`src/gsip_pkg.sv`:
```
// Shared constants, types and register indexes of the gain-scheduled incremental PID block.
package gsip_pkg;

   // Schedule size and gain format
   localparam int GAIN_ROWS      = 4;
   localparam int GAIN_FRAC_BITS = 6;
   localparam int ROW_REGS       = 4;
   localparam int SEL_ROWS       = (GAIN_ROWS < ROW_REGS) ? GAIN_ROWS : ROW_REGS;
   localparam int ROW_IDX_W      = $clog2(ROW_REGS);

   // Field widths
   localparam int CSR_IDX_W  = 3;
   localparam int CSR_DATA_W = 64;
   localparam int SPEED_W    = 16;
   localparam int ERR_W      = SPEED_W + 1;
   localparam int GAIN_W     = 16;
   localparam int DRIVE_W    = 16;
   localparam int ACC_W      = 40;

   // Register indexes above the gain rows
   localparam logic [CSR_IDX_W-1:0] CSR_MIN_DRIVE = 3'd4;
   localparam logic [CSR_IDX_W-1:0] CSR_MAX_DRIVE = 3'd5;

   // Reset values of the drive clamps
   localparam logic [DRIVE_W-1:0] MIN_DRIVE_RST = 16'd5000;
   localparam logic [DRIVE_W-1:0] MAX_DRIVE_RST = 16'hFFFF;

   typedef logic [CSR_DATA_W-1:0] gain_row_type;

   // Gains picked for one item, plus whether any row matched
   typedef struct packed {
      logic              found;
      logic [GAIN_W-1:0] kp;
      logic [GAIN_W-1:0] ki;
      logic [GAIN_W-1:0] kd;
   } gain_sel_type;

endpackage

```
`src/gsip_row_select.sv`:
```
// Gain schedule lookup: first row whose threshold exceeds the error magnitude.
module gsip_row_select (
   input  gsip_pkg::gain_row_type gain_rows [gsip_pkg::ROW_REGS],
   input  logic [gsip_pkg::ERR_W-1:0] err_mag,
   output gsip_pkg::gain_sel_type     sel
);
   import gsip_pkg::*;

   // Walk from the last row down so the lowest matching row wins
   always_comb begin
      sel = '0;
      for (int i = SEL_ROWS - 1; i >= 0; i--) begin
         if ({1'b0, gain_rows[i][15:0]} > err_mag) begin
            sel.found = 1'b1;
            sel.kp    = gain_rows[i][31:16];
            sel.ki    = gain_rows[i][47:32];
            sel.kd    = gain_rows[i][63:48];
         end
      end
   end

endmodule

```
`config.mk`:
```
export PLATFORM = sky130hd
export DESIGN_NAME = gsip_row_select
export DESIGN_NICKNAME = d
export VERILOG_FILES = /design/src/gsip_pkg.sv /design/src/gsip_row_select.sv
export SDC_FILE = /design/constraint.sdc
export NUM_CORES = 1
export LEC_CHECK = 0
export ABC_CLOCK_PERIOD_IN_PS = 9510
export BUFFER_PORTS_ARGS = -buffer_cell sky130_fd_sc_hd__buf_4
export CAP_MARGIN = 20
export CORE_AREA = 2 2 126 128
export DETAILED_ROUTE_END_ITERATION = 16
export DIE_AREA = 0 0 128 130
export GPL_TIMING_DRIVEN = 0
export PLACE_DENSITY = 0.55
export SYNTH_ARGS = -nofsm -noshare
export SYNTH_HDL_FRONTEND = slang
export SYNTH_SLANG_ARGS = --single-unit
export TNS_END_PERCENT = 10
```
`constraint.sdc`:
```
create_clock -name vclk -period 9.51
set_input_delay 1.902 -clock vclk [all_inputs]
set_output_delay 1.902 -clock vclk [all_outputs]
set_load 0.02 [all_outputs]
```
==> flow_metrics.env, run 1 <==
export IMPL_status="complete, no violations"
export IMPL_power_uw=433
export IMPL_holdPathStages=3
export IMPL_drt_total_wl_mm=17.5
export IMPL_crit_path_start_kind="input port"
export IMPL_vias_per_cell=5.14
export IMPL_drc=0
export IMPL_crit_chain="buf_4 -> inv_1 -> ha_1 -> a21oi_1 -> a21boi_0 -> o31ai_1 -> o211a_2 -> buf_2 -> clkbuf_1 -> nor2_1 -> a311o_1 -> o221a_1 -> buf_4"
export IMPL_rows=46
export IMPL_p_per_area_nw_per_um2=75.0
export IMPL_fp_dieH_microns=130
export IMPL_busiest_layer="met2"
export IMPL_n_sequential_cell=0
export IMPL_grt_use_met2=0.342
export IMPL_grt_max_degree=11
export IMPL_muxShareOfSynthArea=0
export IMPL_hold_violations=0
export IMPL_ir_worst_vdd_v=0.0000378
export IMPL_critPathSlowestCell="o31ai_1"
export IMPL_area_growth_pct=84.8
export IMPL_drive_above_1_share=0.508
export IMPL_hp_class="input port to primary output"
export IMPL_synthSimpleGateAreaFrac=0.224
export IMPL_fp_dieArea_sq_um=16600
export IMPL_core_sq_um=15400
export IMPL_vias=4808
export IMPL_regArea_sq_um=0
export IMPL_synth_fa_ha_area_frac=0.256
export IMPL_ys_types=43
export IMPL_port_buffers=321
export IMPL_grtUsageTotal=0.189
export IMPL_path_max_fanout=10
export IMPL_min_to="sel[2]"
export IMPL_crit_path_frequent_cell="buf_4"
export IMPL_dr_pass1_iters=5
export IMPL_cp_slowest_stage_delay_ns=0.42
export IMPL_holdWs_ns=4.17
export IMPL_nets=1083
export IMPL_grt_pass1_wl_mm=25.2
export IMPL_antenna_found_initial=0
export IMPL_num_clock_buffers=0
export IMPL_finalMaxSlewViolations=0
export IMPL_synthCells=423
export IMPL_tightest_slew_ns=0.598
export IMPL_final_antenna_net_count=0
export IMPL_routedWlPerCell_microns=18.7
export IMPL_drt_iter0_drc=233
export IMPL_cp_data_required_time_ns=7.61
export IMPL_yosys_area_top_type="ha_1"
export IMPL_die_x_microns=128
export IMPL_met1_usage=0.244
export IMPL_min_period_over_period=0.716
export IMPL_grt_overflow_total=0
export IMPL_crit_family="compound AO/OA/AOI/OAI gates"
export IMPL_p_leak_nw=3.05
export IMPL_ys_top_cells_by_count="ha_1, nor2_1, nand2_1, a311o_1, o221a_2"
export IMPL_finalSetupViolCount=0
export IMPL_grt_util_met3=0.0242
export IMPL_worstPathArrival_ns=4.90
export IMPL_fin_setup_tns_ns=0
export IMPL_initial_utilization=0.203
export IMPL_syn_num_nets=760
export IMPL_ys_warnings_count=0
export IMPL_synth_top_family_by_area="compound AO/OA/AOI/OAI gates"
export IMPL_maxCapViolCount=0
export IMPL_hp_start="gain_rows[178]"
export IMPL_slew_headroom=0.601
export IMPL_fill_cells=1652
export IMPL_ctsResizeCount=0
export IMPL_period_minus_slack_ns=6.81
export IMPL_rsz0062_at_grt="no"
export IMPL_gp_congestion=0.887
export IMPL_avgSynthCellArea_sq_um=7.39
export IMPL_ys_seq_area_frac=0
export IMPL_cts_setup_buffers=0
export IMPL_yosysMostFrequentCell="ha_1"
export IMPL_io_pins=322
export IMPL_end_kind="primary output"
export IMPL_fin_util=0.374
export IMPL_worstSetupPathType="input port to primary output"
export IMPL_fmax_ghz=0.147
export IMPL_ctsHoldBuffers=0
export IMPL_synthTopCellsByArea="ha_1, a311o_1, o221a_2"
export IMPL_diodes=0
export IMPL_dpl_hpwl_mm=15.1
export IMPL_path_buf_inv=5
export IMPL_netlist_area_sq_um=3120
export IMPL_synth_top_area_share=0.256
export IMPL_grt_pass1_vias=4902
export IMPL_synth_compound_area_frac=0.431
export IMPL_synth_xor_area_frac=0
## placed cells by master, fill, tap and decap left out, types with 2 or more instances in the layout
cell / instances
a211o_1: 2
a211oi_1: 4
a21o_1: 5
a21oi_1: 18
a311o_1: 48
buf_2: 10
buf_4: 323
buf_6: 4
clkbuf_1: 19
ha_1: 64
inv_1: 25
nand2_1: 57
nand3_1: 12
nand4_1: 11
nor2_1: 62
nor3_1: 2
o21ai_0: 5
o21ai_2: 2
o221a_1: 20
o221a_2: 28
## cells by family after synthesis
| family | after synthesis |
|---|---|
| compound gates | 143 |
| buf+inv | 61 |
| simple gates | 155 |
| fa+ha+maj | 64 |
## tightest hold or removal path, stage by stage
cell and delay [ns]:
buf_4 0.08, o221a_2 0.16, buf_4 0.13
## through the flow
step	setup slack, ns	cells	instance area [sq um]
final	2.70	936	5770
after global routing	2.51	936	5770
after CTS	2.72	936	5770
after detailed placement	2.73	936	5770
after global placement	2.83	936	5770
after floorplan	3.67	423	3120
## report_power, final
group,switching [mW],total [mW],internal (mW)
clock,0,0,0
combinational,0.208,0.433,0.225
sequential,0,0,0
total,0.208,0.433,0.225
## per-layer routing
layer | wire (microns) | vias up
li1 | - | 2321
met1 | 7390 | 2220
met2 | 8540 | 237
met3 | 1140 | 30
met4 | 397 | 0
met5 | 0 | -
## cell type report
cell class	instances	area, sq um	share of cell area
multi-input combinational	362	2850	0.493
buffer	36	185	0.0321
tap	192	240	0.0416
inverter	25	93.8	0.0163
timing repair buffer	321	2410	0.417
## how the worst max path moves through the flow
stage	slack (ns)	depth (start not counted)	startpoint	end
after floorplan	3.67	11	err_mag[14]	sel[39]
after global placement	2.83	13	err_mag[3]	sel[28]
after detailed placement	2.73	13	err_mag[3]	sel[28]
after CTS	2.72	13	err_mag[3]	sel[28]
after global routing	2.51	13	err_mag[3]	sel[28]
final	2.70	13	err_mag[3]	sel[28]
Power figures use the tool's default switching activity.
==> run 2, diff against run 1 <==
ABC_CLOCK_PERIOD_IN_PS = 5500   (was 9510)
CORE_AREA = 2 2 125 127   (was 2 2 126 128)
DIE_AREA = 0 0 127 129   (was 0 0 128 130)
PLACE_DENSITY = 0.58   (was 0.55)
clock period = 5.5 ns   (was 9.51 ns; I/O delays follow)
==> flow_metrics.env, run 2 (synthesized netlist as in run 1, its figures left out) <==
export IMPL_finalMaxSlewViolations=0
export IMPL_port_buffers=321
export IMPL_hp_class="input port to primary output"
export IMPL_num_clock_buffers=0
export IMPL_tightest_slew_ns=0.551
export IMPL_layout_commonest_cell="buf_4"
export IMPL_regArea_sq_um=0
export IMPL_grt_max_degree=11
export IMPL_dpl_hpwl_mm=14.7
export IMPL_hp_start="gain_rows[185]"
export IMPL_finalSetupViolCount=0
export IMPL_maxCapViolCount=0
export IMPL_antenna_found_initial=0
export IMPL_initial_utilization=0.209
export IMPL_dr_pass1_iters=4
export IMPL_grt_overflow_total=0
export IMPL_slew_headroom=0.633
export IMPL_fp_dieH_microns=129
export IMPL_holdPathStages=3
export IMPL_hold_violations=0
export IMPL_grt_pass1_wl_mm=24.6
export IMPL_dpl_cell_count=932
export IMPL_area_growth_pct=84.7
export IMPL_fin_setup_tns_ns=0
export IMPL_worstSetupPathType="input port to primary output"
export IMPL_final_antenna_net_count=0
export IMPL_p_per_area_nw_per_um2=129
export IMPL_worstPathArrival_ns=3.95
export IMPL_n_sequential_cell=0
export IMPL_gp_congestion=0.918
export IMPL_p_leak_nw=3.05
export IMPL_routedWlPerCell_microns=18.2
export IMPL_diodes=0
export IMPL_rsz0062_at_grt="no"
export IMPL_fp_dieArea_sq_um=16400
export IMPL_min_period_over_period=0.919
export IMPL_final_cell_mix="buf_4, ha_1, nor2_1"
export IMPL_period_minus_slack_ns=5.05
export IMPL_vias_per_cell=4.95
export IMPL_die_x_microns=127
export IMPL_ctsResizeCount=0
export IMPL_rows=45
export IMPL_io_pins=322
export IMPL_fmax_ghz=0.198
export IMPL_min_to="sel[9]"
export IMPL_end_kind="primary output"
export IMPL_path_max_fanout=10
export IMPL_drive_above_1_share=0.508
export IMPL_cp_data_required_time_ns=4.40
export IMPL_drt_iter0_drc=217
export IMPL_status="complete, no violations"
export IMPL_core_sq_um=15000
export IMPL_final_cells=932
export IMPL_grtUsageTotal=0.188
export IMPL_drc=0
export IMPL_grt_pass1_vias=4507
export IMPL_nets=1083
export IMPL_drt_total_wl_mm=17.0
export IMPL_crit_path_start_kind="input port"
export IMPL_cts_setup_buffers=0
export IMPL_vias=4609
export IMPL_ir_worst_vdd_v=0.0000809
export IMPL_ctsHoldBuffers=0
==> run 2: power breakdown <==
group / switching, mW / internal [mW]
logic: 0.355 / 0.389
registers: 0 / 0
clock network: 0 / 0
==> run 2: through the flow <==
step,instance area (sq um),utilization,power (mW),setup slack [ns],hold slack [ns]
2_1_floorplan,3120,-,0.400,1.26,2.43
3_3_place_gp,5770,0.385,0.742,0.450,2.56
3_5_place_dp,5770,0.385,0.742,0.491,2.57
4_1_cts,5770,0.385,0.745,0.473,2.57
5_1_grt,5770,0.385,0.803,0.105,2.58
6_report,5770,0.385,0.744,0.448,2.56
==> run 2: routing by layer <==
layer,GRT usage,vias up,wire [microns]
li1,-,2325,-
met1,0.256,2083,7430
met2,0.328,191,8280
met3,0.0262,10,1130
met4,0.0142,0,131
met5,0,-,0
==> run 2: how the worst max path moves through the flow <==
stage	start	to	slack (ns)	cells past startpoint
floorplan	err_mag[14]	sel[39]	1.26	11
global placement	err_mag[3]	sel[46]	0.45	13
detailed placement	err_mag[3]	sel[46]	0.49	13
CTS	err_mag[3]	sel[36]	0.47	13
global route	err_mag[3]	sel[46]	0.11	13
finish	err_mag[3]	sel[28]	0.45	13
==> run 2: critical path, cell delays in order <==
cell      delay (ns)
buf_4           0.10
inv_1           0.13
ha_1            0.28
a21oi_1         0.13
a21boi_0        0.10
o31ai_1         0.37
o211a_2         0.33
buf_2           0.25
clkbuf_1        0.39
nor2_1          0.13
a311o_1         0.36
o221a_1         0.12
buf_4           0.15
==> run 2: cell type report <==
cell class | count | area [sq um]
inverters | 25 | 93.8
plain buffers | 36 | 185
well taps | 188 | 235
multi-input cells | 362 | 2850
repair buffers | 321 | 2410
fillers | 1641 | 9210
